### config.mk
export PLATFORM = sky130hd
export DESIGN_NAME = lzwcsc_ctrl
export DESIGN_NICKNAME = d
export VERILOG_FILES = /design/src/lzwcsc_pkg.sv /design/src/lzwcsc_ctrl.sv
export SDC_FILE = /design/constraint.sdc
export NUM_CORES = 1
export LEC_CHECK = 0
export ABC_AREA = 0
export BUFFER_PORTS_ARGS = -buffer_cell sky130_fd_sc_hd__buf_2
export CAP_MARGIN = 20
export CORE_AREA = 2 2 39 41
export DETAILED_ROUTE_END_ITERATION = 16
export DIE_AREA = 0 0 41 43
export GPL_TIMING_DRIVEN = 0
export SYNTH_ARGS = -nofsm -noshare
export SYNTH_HDL_FRONTEND = slang
export SYNTH_SLANG_ARGS = --single-unit
### constraint.sdc
create_clock -name clk -period 1.78 [get_ports clk]
set_input_delay 0.445 -clock clk [delete_from_list [all_inputs] [get_ports clk]]
set_output_delay 0.445 -clock clk [all_outputs]
set_load 0.005 [all_outputs]
### src/lzwcsc_pkg.sv
// lzwcsc_pkg: item types, controller states and control structs for the
// lzw code size counter. No dependencies.
package lzwcsc_pkg;

    // command field codes
    localparam logic CMD_DATA = 1'b0;
    localparam logic CMD_END  = 1'b1;

    // width and saturation constants of the fixed fields
    localparam int          MIN_CODE_LEN  = 8;
    localparam int          HIST_DEPTH    = 256;
    localparam logic [4:0]  WIDTH_RESET   = 5'd12;
    localparam logic [39:0] BITS_MAX      = 40'hFF_FFFF_FFFF;
    localparam logic [31:0] CNT_MAX       = 32'hFFFF_FFFF;

    // register index of code_width
    localparam logic REG_CODE_WIDTH = 1'b0;

    typedef struct packed {
        logic       command;
        logic [7:0] data_byte;
    } lzw_in_t;

    typedef struct packed {
        logic        code_valid;
        logic [15:0] code;
        logic [4:0]  code_length;
        logic [39:0] total_bits;
        logic [31:0] byte_count;
        logic [31:0] total_bytes;
    } lzw_out_t;

    typedef enum logic [2:0] {
        ST_CLEAR,
        ST_IDLE,
        ST_PROBE,
        ST_CHECK,
        ST_UPDATE
    } lzwcsc_state_t;

    // controller to datapath
    typedef struct packed {
        logic clear_wr;
        logic accept;
        logic probe_rd;
        logic check;
        logic commit;
    } lzwcsc_cmd_t;

    // datapath to controller
    typedef struct packed {
        logic clear_last;
        logic need_probe;
        logic probe_done;
        logic out_free;
    } lzwcsc_sts_t;

endpackage

### src/lzwcsc_ctrl.sv
// lzwcsc_ctrl: sequencer for table clearing, dictionary probing and commit.
// Depends on lzwcsc_pkg.
module lzwcsc_ctrl
    import lzwcsc_pkg::*;
(
    input  logic        clk,
    input  logic        rst_n,
    input  logic        in_valid,
    output logic        in_stall,
    input  lzwcsc_sts_t sts,
    output lzwcsc_cmd_t cmd
);

    lzwcsc_state_t state_reg;
    lzwcsc_state_t state_next;

    // state register
    always_ff @(posedge clk or negedge rst_n)
    begin
        if (!rst_n)
        begin
            state_reg <= ST_CLEAR;
        end
        else
        begin
            state_reg <= state_next;
        end
    end

    // next state and commands
    always_comb
    begin
        state_next = state_reg;
        cmd        = '0;
        in_stall   = 1'b1;
        unique case (state_reg)
            ST_CLEAR:
            begin
                cmd.clear_wr = 1'b1;
                if (sts.clear_last)
                begin
                    state_next = ST_IDLE;
                end
            end
            ST_IDLE:
            begin
                in_stall = 1'b0;
                if (in_valid)
                begin
                    cmd.accept = 1'b1;
                    state_next = sts.need_probe ? ST_PROBE : ST_UPDATE;
                end
            end
            ST_PROBE:
            begin
                cmd.probe_rd = 1'b1;
                state_next   = ST_CHECK;
            end
            ST_CHECK:
            begin
                cmd.check  = 1'b1;
                state_next = sts.probe_done ? ST_UPDATE : ST_PROBE;
            end
            ST_UPDATE:
            begin
                if (sts.out_free)
                begin
                    cmd.commit = 1'b1;
                    state_next = ST_IDLE;
                end
            end
            default:
            begin
                state_next = ST_CLEAR;
            end
        endcase
    end

endmodule

* After elaboration in Yosys (flattened, before gate mapping)
Cells that the tools add are included.
** Operators by class
- Eq/ne operators :: 7
- Muxes and demuxes :: 14
- Reductions and logical operators :: 2
** Operators by type and width (number)
- 2-to-1 mux 3 bit :: 5
- case mux 3 bit (5 select lines) :: 1
- 2-to-1 mux 1 bit :: 8
- equality test 3 x 2 -> 1 bit, second input constant :: 2
- != test 2 bit, second input constant :: 3
- equality test 3 x 1 -> 1 bit, second input constant :: 1
- equality test 3 bit, second input constant :: 1
- logical NOT 3 bit :: 1
- AND reduction 3 bit :: 1
** Word-level totals
- Register bits :: 3
- Input bits :: 7
- Output and inout port bits :: 6
- Logic and storage cells :: 24

* Logic depth before layout (Yosys ltp)
Gate-level depths: netlist of the first run.
- Depth after elaboration :: 3
- Mapped depth :: 5
- Depth with buffers taken out :: 4

* Worst setup path after synthesis of the first run
No wires, ideal clock.
- Path kind :: register to output
- Start point :: register state_reg[2]
- End point :: output cmd[3] (netlist bit)
- Arrival time :: 0.839 ns
- Required time :: 1.335 ns
- Slack :: 0.496 ns
- Cell stages (with the launch flop) :: 4
- Buffers on the path :: 1
- Cells stage by stage :: dfrtp_1 > buf_6 > nor3b_2 > and2_1
** RTL lines
- from (decl) :: line lzwcsc_ctrl.sv:14 : lzwcsc_state_t state_reg;
- from (signal assigned) :: line lzwcsc_ctrl.sv:26 : state_reg <= state_next;
- to (decl) :: line lzwcsc_ctrl.sv:11 : output lzwcsc_cmd_t cmd

==> results.json, run 1 <==
{
  "status": "finished, final reports clean",
  "clock_latency_ns": 0.23,
  "drtIter0Drc": 6,
  "die_w_um": 41,
  "synth_cell_types": 20,
  "leakagePower_nw": 0.1898,
  "tns_ns": 0,
  "hold_path.class": "input port to flip-flop",
  "cts_resized": 0,
  "ant_nets": 0,
  "rsz0062_at_grt": "no",
  "setup_viol": 0,
  "finalHoldViolations": 0,
  "synthesis.area_um2": 269.0,
  "hpwlAfterDp_um": 477.9,
  "netSwitchingFraction_pct": 38.88,
  "syn_to_final_growth_pct": 43.26,
  "n_antenna_cell": 0,
  "largest_register_ffs": 3,
  "cts.root.buffer_cell": "clkbuf_4",
  "vias": 266,
  "max_cap_viol_count": 0,
  "fin_crit_sh_pct": 92.79,
  "power.combinational.fraction_pct": 59.0,
  "avgSynthCellArea_um2": 9.607,
  "num_io_pins": 13,
  "tritoncts": "yes",
  "grt_max_degree": 11,
  "intPower_w": 0.0003648,
  "grt_overflow": 0,
  "syn_nets": 35,
  "via_per_inst": 4.361,
  "max_slew_margin_pct": 79.53,
  "die_area_um2": 1763,
  "track_usage_pct": 8.726,
  "p_per_area_nw_per_um2": 1549,
  "floorplan.rows": 14,
  "h-tree-depth": 1,
  "wl_per_cell_um": 10.28,
  "critical_path_class": "flip-flop to output pin",
  "cts.sinks": 3,
  "finClkSkew_ns": 0.003400,
  "port_buffers": 12,
  "power_w": 0.0005968,
  "tightestPinTransition_ns": 0.3071,
  "p_sw_w": 0.0002320,
  "p_seq_share_pct": 21.1,
  "final_common_cell": "buf_2",
  "grt_pass1_vias": 259,
  "path_max_fanout": 9,
  "critPathMaxStageDelay_ns": 0.36,
  "arrival_ns": 1.21,
  "power_frac_clock_pct": 20.0,
  "clock_path_buffers": 2,
  "path_cells": "buf_6 -> nor3b_2 -> and2_1 -> buf_2",
  "slew_viol_final": 0,
  "final_cell_mix": "buf_2 (12), inv_1 (3), clkbuf_4 (3), dfrtp_1 (3)",
  "cp_data_required_time_ns": 1.33,
  "cts_buffers": 3,
  "syn-instance-count": 28,
  "fin_nets": 53,
  "worstSetupStartpointType": "flip-flop",
  "startpoint": "state_reg[2]",
  "reg2reg_from": "state_reg[1]",
  "grt_pass1_wl_um": 1007,
  "chipHeight_um": 43,
  "fmax_ghz": 0.6055,
  "worst_hold_slack_ns": 0.4477,
  "min_period_ns": 1.652,
  "ys_seq_elements": 3,
  "setup.worst_path.end_class": "output pin",
  "peakVddDrop_mv": 0.4848,
  "layout-drive-gt1-share_pct": 51.11,
  "drt_wl_total_um": 627,
  "cp_slowest_cell": "dfrtp_1",
  "worstHoldStart": "sts[0]",
  "clk_pin_slew_ns": 0.04,
  "drc": 0,
  "dr.pass1.iters": 2,
  "core_area_um2": 1384,
  "seq_area_frac_synth_pct": 27.91,
  "yosysWarningCount": 0,
  "initial_utilization_pct": 19.44,
  "gp_congestion": 0.7325,
  "antenna_found_initial": 0
}
## kinds of logic (layout without fill, tap and decap cells)
| group | Yosys count | in the layout | share of synthesized area [%] |
|---|---|---|---|
| AND/OR/NAND/NOR | 10 | 10 | 34.42 |
| flip-flops | 3 | 3 | 27.91 |
| buffers and inverters | 6 | 23 | 13.95 |
| AO/OA/AOI/OAI | 9 | 9 | 23.72 |
## critical path, delay by kind of cell (launching register included)
kind / cells / cell delay, ns
simple gates: 2 / 0.37
buf+inv: 2 / 0.24
flops: 1 / 0.36
## stage by stage
| step | instance area (um2) | worst slack [ns] | cells | util, % |
|---|---|---|---|---|
| 2_1_floorplan | 269.0 | 0.4955 | 28 | - |
| 3_3_place_gp | 349.1 | 0.2891 | 56 | 25.23 |
| 5_1_grt | 385.4 | 0.02805 | 61 | 27.85 |
| 3_5_place_dp | 349.1 | 0.2985 | 56 | 25.23 |
| 4_1_cts | 385.4 | 0.1006 | 61 | 27.85 |
| 6_report | 385.4 | 0.1283 | 61 | 27.85 |
## routing by layer
metal	track usage, %	share of wire (%)	vias up	wire length (um)
met5	0	0	-	0
met4	6.000	0	0	0
met3	3.141	6.1	0	38
met2	13.44	54	9	339
met1	9.295	40	124	248
li1	-	-	133	-
## repair_timing
item	in CTS	in global routing
setup endpoints to repair	0	0
buffers inserted	0	0
hold endpoints to repair	3	0
hold buffers	1	0
## synthesized netlist by cell type (all sizes together)
library cell / number / area [um2]
and2: 1 / 6.260
and3b: 1 / 10.01
a31oi: 1 / 6.260
a21oi: 2 / 10.01
nor2: 1 / 3.750
a221oi: 1 / 15.01
or3: 1 / 6.260
nor3: 1 / 5.000
a21o: 1 / 7.510
nor3b: 3 / 32.53
inv: 4 / 15.01
buf: 2 / 22.52
dfrtp: 3 / 75.07
nand2: 1 / 3.750
o21ai: 2 / 10.01
nor4bb: 1 / 25.02
a2bb2oi: 1 / 8.760
o22ai: 1 / 6.260
## cell type report
type,count,area [um2]
fill,159,998.5
sequential,3,75.07
tap,16,20.02
buffer,2,22.52
multi-input combinational,19,156.4
clock buffer,4,26.28
timing repair buffer,13,70.07
inverter,4,15.01
## path summary, 6_finish.rpt
| check | depth (start not counted) | endpoint | slack (ns) |
|---|---|---|---|
| max in group asynchronous | 2 | state_reg[0] | 1.14 |
| hold / removal | 2 | state_reg[2] | 0.45 |
| min in group asynchronous | 2 | state_reg[2] | 0.53 |
| hold reg to reg | 4 | state_reg[1] | 0.68 |
| setup reg to reg | 3 | state_reg[2] | 0.59 |
| setup / recovery | 4 | cmd[3] | 0.13 |
## power by group through the flow
stage / combinational (W) / sequential, W / clock [W]
3_5_place_dp: 0.000354 / 0.000127 / 0
3_3_place_gp: 0.000350 / 0.000126 / 0
5_1_grt: 0.000395 / 0.000131 / 0.000133
6_report: 0.000352 / 0.000126 / 0.000119
4_1_cts: 0.000359 / 0.000127 / 0.000125
2_1_floorplan: 0.000263 / 0.000121 / 0
No activity file was read; power rests on OpenSTA's default activity.
==> inputs of run 2 (changes only) <==
clock period = 1.7 ns   (was 1.78 ns; I/O delays follow)
==> results.json, run 2 (synthesized netlist as in run 1, its figures left out) <==
{
  "cts.sinks": 3,
  "core_area_um2": 1384,
  "die_area_um2": 1763,
  "final_cell_mix": "buf_2 (12), inv_1 (3), clkbuf_4 (3)",
  "finalHoldViolations": 0,
  "critical_path_class": "flip-flop to output pin",
  "fin_crit_sh_pct": 95.15,
  "final_common_cell": "buf_2",
  "grt_overflow": 0,
  "clk_pin_slew_ns": 0.04,
  "initial_utilization_pct": 19.44,
  "path_max_fanout": 9,
  "leakagePower_nw": 0.1883,
  "grt_pass1_vias": 259,
  "min_period_ns": 1.617,
  "drc": 0,
  "fin_nets": 53,
  "die_w_um": 41,
  "critPathMaxStageDelay_ns": 0.47,
  "setup_viol": 0,
  "vias": 269,
  "clock_latency_ns": 0.23,
  "reg2reg_slack_ns": 0.52,
  "dr.pass1.iters": 2,
  "antenna_found_initial": 0,
  "tritoncts": "yes",
  "worstRegToRegCells": 4,
  "arrival_ns": 1.19,
  "port_buffers": 12,
  "largest_register_ffs": 3,
  "status": "finished, final reports clean",
  "cp_slowest_cell": "dfrtp_2",
  "max_slew_margin_pct": 83.90,
  "rsz0062_at_grt": "no",
  "post_cts_buffers": 0,
  "grt_max_degree": 11,
  "max_cap_viol_count": 0,
  "reg2reg_from": "state_reg[0]",
  "chipHeight_um": 43,
  "via_per_inst": 4.410,
  "tns_ns": 0,
  "num_io_pins": 13,
  "hpwlAfterDp_um": 477.9,
  "cts.root.buffer_cell": "clkbuf_4",
  "layout-drive-gt1-share_pct": 53.33,
  "p_per_area_nw_per_um2": 1647,
  "h-tree-depth": 1,
  "peakVddDrop_mv": 0.5226,
  "grt_pass1_wl_um": 1007,
  "hold_path.class": "input port to flip-flop",
  "tightestPinTransition_ns": 0.2415,
  "r2r_end": "state_reg[2]",
  "worstSetupStartpointType": "flip-flop",
  "floorplan.rows": 14,
  "gp_congestion": 0.7325,
  "finClkSkew_ns": 0.003712,
  "syn_to_final_growth_pct": 46.05,
  "ant_nets": 0,
  "startpoint": "state_reg[1]",
  "cp_data_required_time_ns": 1.27,
  "setup.worst_path.end_class": "output pin",
  "track_usage_pct": 8.726,
  "crit_end": "cmd[0]",
  "wl_per_cell_um": 10.18,
  "finish.utilization_pct": 28.39,
  "slew_viol_final": 0,
  "path_cells": "nor4bb_4 -> buf_2",
  "cts_buffers": 3,
  "fillers": 156,
  "drtIter0Drc": 4,
  "fmax_ghz": 0.6182,
  "n_antenna_cell": 0,
  "clock_path_buffers": 2,
  "drt_wl_total_um": 621
}
-- run 2: cell counts in the layout (fill, tap and decap cells not counted) --
No cell type changed its count.
-- run 2: per-layer routing --
layer | part of all wire (%) | global-route usage (%) | up-vias
met1 | 39 | 9.295 | 125
li1 | - | - | 135
met4 | 0 | 6.000 | 0
met3 | 6.1 | 3.141 | 0
met2 | 54 | 13.44 | 9
met5 | 0 | 0 | -
-- run 2: final cells by class --
type | count | area, um2 | area share, %
Timing Repair Buffer | 13 | 70.07 | 17.83
Inverter | 4 | 15.01 | 3.822
Clock buffer | 4 | 26.28 | 6.688
Multi-Input combinational cell | 19 | 162.7 | 41.40
Sequential cell | 3 | 76.32 | 19.43
Tap cell | 16 | 20.02 | 5.096
Buffer | 2 | 22.52 | 5.732
-- run 2: report_power, final --
part	switching [W]	internal, W	leakage, nW	total [W]
Clock	0.0000373	0.0000880	0.0150	0.000125
Sequential	0.0000340	0.000102	0.0376	0.000136
Combinational	0.000179	0.000206	0.136	0.000385
Total	0.000251	0.000396	0.188	0.000647
-- run 2: how the worst min path moves through the flow --
stage,cells after the start,endpoint,startpoint,slack (ns)
2_1_floorplan,0,state_reg[0],rst_n,0.13
3_3_place_gp,1,state_reg[0],rst_n,0.22
3_5_place_dp,1,state_reg[2],rst_n,0.22
4_1_cts,2,state_reg[2],sts[0],0.42
5_1_grt,2,state_reg[2],sts[0],0.44
6_report,2,state_reg[2],sts[0],0.42
-- run 2: critical path, delay by kind of cell, from the launching register on --
| kind | cells | cell delay [ns] |
|---|---|---|
| flip-flops | 1 | 0.47 |
| AND/OR/NAND/NOR | 1 | 0.33 |
| buffers and inverters | 1 | 0.16 |
-- run 2: what timing repair did --
action,4_1_cts,5_1_grt
resized for setup,0,2
hold buffers,1,0
endpoints found under the hold margin,3,0
endpoints found under the setup margin,0,2
-- run 2: per-stage QoR --
stage	worst slack (ns)	cells	power [W]	cell area, um2	hold slack, ns
6_report	0.08252	61	0.0006470	392.9	0.4230
5_1_grt	0.01082	61	0.0007114	392.9	0.4352
4_1_cts	0.04061	61	0.0006401	385.4	0.4204
3_5_place_dp	0.2585	56	0.0005040	349.1	0.2223
3_3_place_gp	0.2491	56	0.0004989	349.1	0.2203
2_1_floorplan	0.4355	28	0.0004011	269.0	0.1294
==> inputs of run 3 (changes only) <==
clock period = 1.9 ns   (was 1.7 ns; I/O delays follow)
==> results.json, run 3 (synthesized netlist as in run 1, its figures left out) <==
{
  "min_period_ns": 1.682,
  "reg2reg_slack_ns": 0.71,
  "max_slew_margin_pct": 79.53,
  "hold_path.class": "input port to asynchronous set/reset pin",
  "num_io_pins": 13,
  "cts_resized": 0,
  "initial_utilization_pct": 19.44,
  "arrival_ns": 1.21,
  "power.combinational.fraction_pct": 58.8,
  "chipHeight_um": 43,
  "largest_register_ffs": 3,
  "port_buffers": 12,
  "die_w_um": 41,
  "hpwlAfterDp_um": 477.9,
  "cts.sinks": 3,
  "fmax_ghz": 0.5947,
  "fin_nets": 52,
  "vias": 266,
  "startpoint": "state_reg[2]",
  "wl_per_cell_um": 10.38,
  "die_area_um2": 1763,
  "p_sw_w": 0.0002172,
  "critPathMaxStageDelay_ns": 0.36,
  "path_cells": "buf_6 -> nor3b_2 -> and2_1 -> buf_2",
  "setup.worst_path.end_class": "output pin",
  "grt_max_degree": 11,
  "peakVddDrop_mv": 0.4543,
  "fin_area_um2": 375.4,
  "cts_buffers": 3,
  "cp_data_required_time_ns": 1.42,
  "drt_wl_total_um": 623,
  "setup_viol": 0,
  "antenna_found_initial": 0,
  "intPower_w": 0.0003404,
  "grt_pass1_vias": 259,
  "regArea_um2": 75.07,
  "layout-drive-gt1-share_pct": 52.27,
  "netSwitchingFraction_pct": 38.95,
  "holdBufCountCts": 0,
  "tightestPinTransition_ns": 0.3071,
  "path_max_fanout": 9,
  "worst_hold_slack_ns": 0.02745,
  "multi_input_area_um2": 156.4,
  "track_usage_pct": 8.726,
  "critical_path_class": "flip-flop to output pin",
  "final_cell_mix": "buf_2 (12), inv_1 (3), clkbuf_4 (3), dfrtp_1 (3)",
  "power_frac_clock_pct": 20.0,
  "tritoncts": "yes",
  "fillers": 160,
  "rsz0062_at_grt": "no",
  "worstRegToRegCells": 3,
  "p_per_area_nw_per_um2": 1485,
  "grt_overflow": 0,
  "cp_slowest_cell": "dfrtp_1",
  "clock_latency_ns": 0.23,
  "reg2reg_from": "state_reg[1]",
  "n_antenna_cell": 0,
  "drtIter0Drc": 6,
  "ant_nets": 0,
  "max_cap_viol_count": 0,
  "fin_crit_sh_pct": 88.51,
  "finClkSkew_ns": 0.003400,
  "dr.pass1.iters": 2,
  "dp_slack_ns": 0.3585,
  "syn_to_final_growth_pct": 39.53,
  "worstSetupStartpointType": "flip-flop",
  "tns_ns": 0,
  "postLayoutSetupSlackWorst_ns": 0.2183,
  "clock_path_buffers": 2,
  "post_cts_buffers": 0,
  "r2r_end": "state_reg[2]",
  "gp_congestion": 0.7325,
  "clk_pin_slew_ns": 0.04,
  "drc": 0,
  "cts.root.buffer_cell": "clkbuf_4",
  "via_per_inst": 4.433,
  "slew_viol_final": 0,
  "grt_pass1_wl_um": 1007,
  "floorplan.rows": 14,
  "leakagePower_nw": 0.1856,
  "crit_buf_inv": 2,
  "critical-path-top-delay-family": "simple AND/OR/NAND/NOR gates",
  "finalHoldViolations": 0,
  "final_common_cell": "buf_2",
  "p_seq_share_pct": 21.1,
  "status": "finished, final reports clean",
  "core_area_um2": 1384,
  "placed_cell_area_um2": 349.1,
  "h-tree-depth": 1,
  "finish.utilization_pct": 27.12
}
-- run 3: changes by cell type in the layout (fill, tap and decap cells not counted), sizes merged --
cell	delta
dlygate4sd3	-1
-- run 3: worst max path at each step --
stage	cells past startpoint	slack (ns)	end
final	4	0.22	cmd[3]
after global routing	3	0.12	cmd[3]
after CTS	3	0.19	cmd[3]
after detailed placement	3	0.36	cmd[0]
after global placement	3	0.35	cmd[0]
after floorplan	3	0.59	cmd[3]
-- run 3: final cells by class --
type,count,share of cell area (%)
clock buffer,4,7.000
timing repair buffer,12,16.00
buffer,2,6.000
tap,16,5.333
inverter,4,4.000
multi-input combinational,19,41.67
sequential,3,20.00
-- run 3: routing by layer --
metal  up-vias  global-route usage [%]  routed length, um
met5         -                       0                  0
met4         0                   6.000                  0
met3         0                   3.141                 39
met2         9                   13.44                341
met1       126                   9.295                241
li1        131                       -                  -
-- run 3: through the flow --
step / cells / total power, W
global placement: 56 / 0.0004464
detailed placement: 56 / 0.0004509
floorplan: 28 / 0.0003589
finish: 60 / 0.0005576
global route: 60 / 0.0006156
CTS: 60 / 0.0005712
-- run 3: power by group through the flow --
stage / Clock, W / Sequential [W] / Combinational [W]
global route: 0.000125 / 0.000123 / 0.000368
finish: 0.000112 / 0.000118 / 0.000328
floorplan: 0 / 0.000113 / 0.000246
CTS: 0.000117 / 0.000119 / 0.000335
global placement: 0 / 0.000118 / 0.000328
detailed placement: 0 / 0.000119 / 0.000332
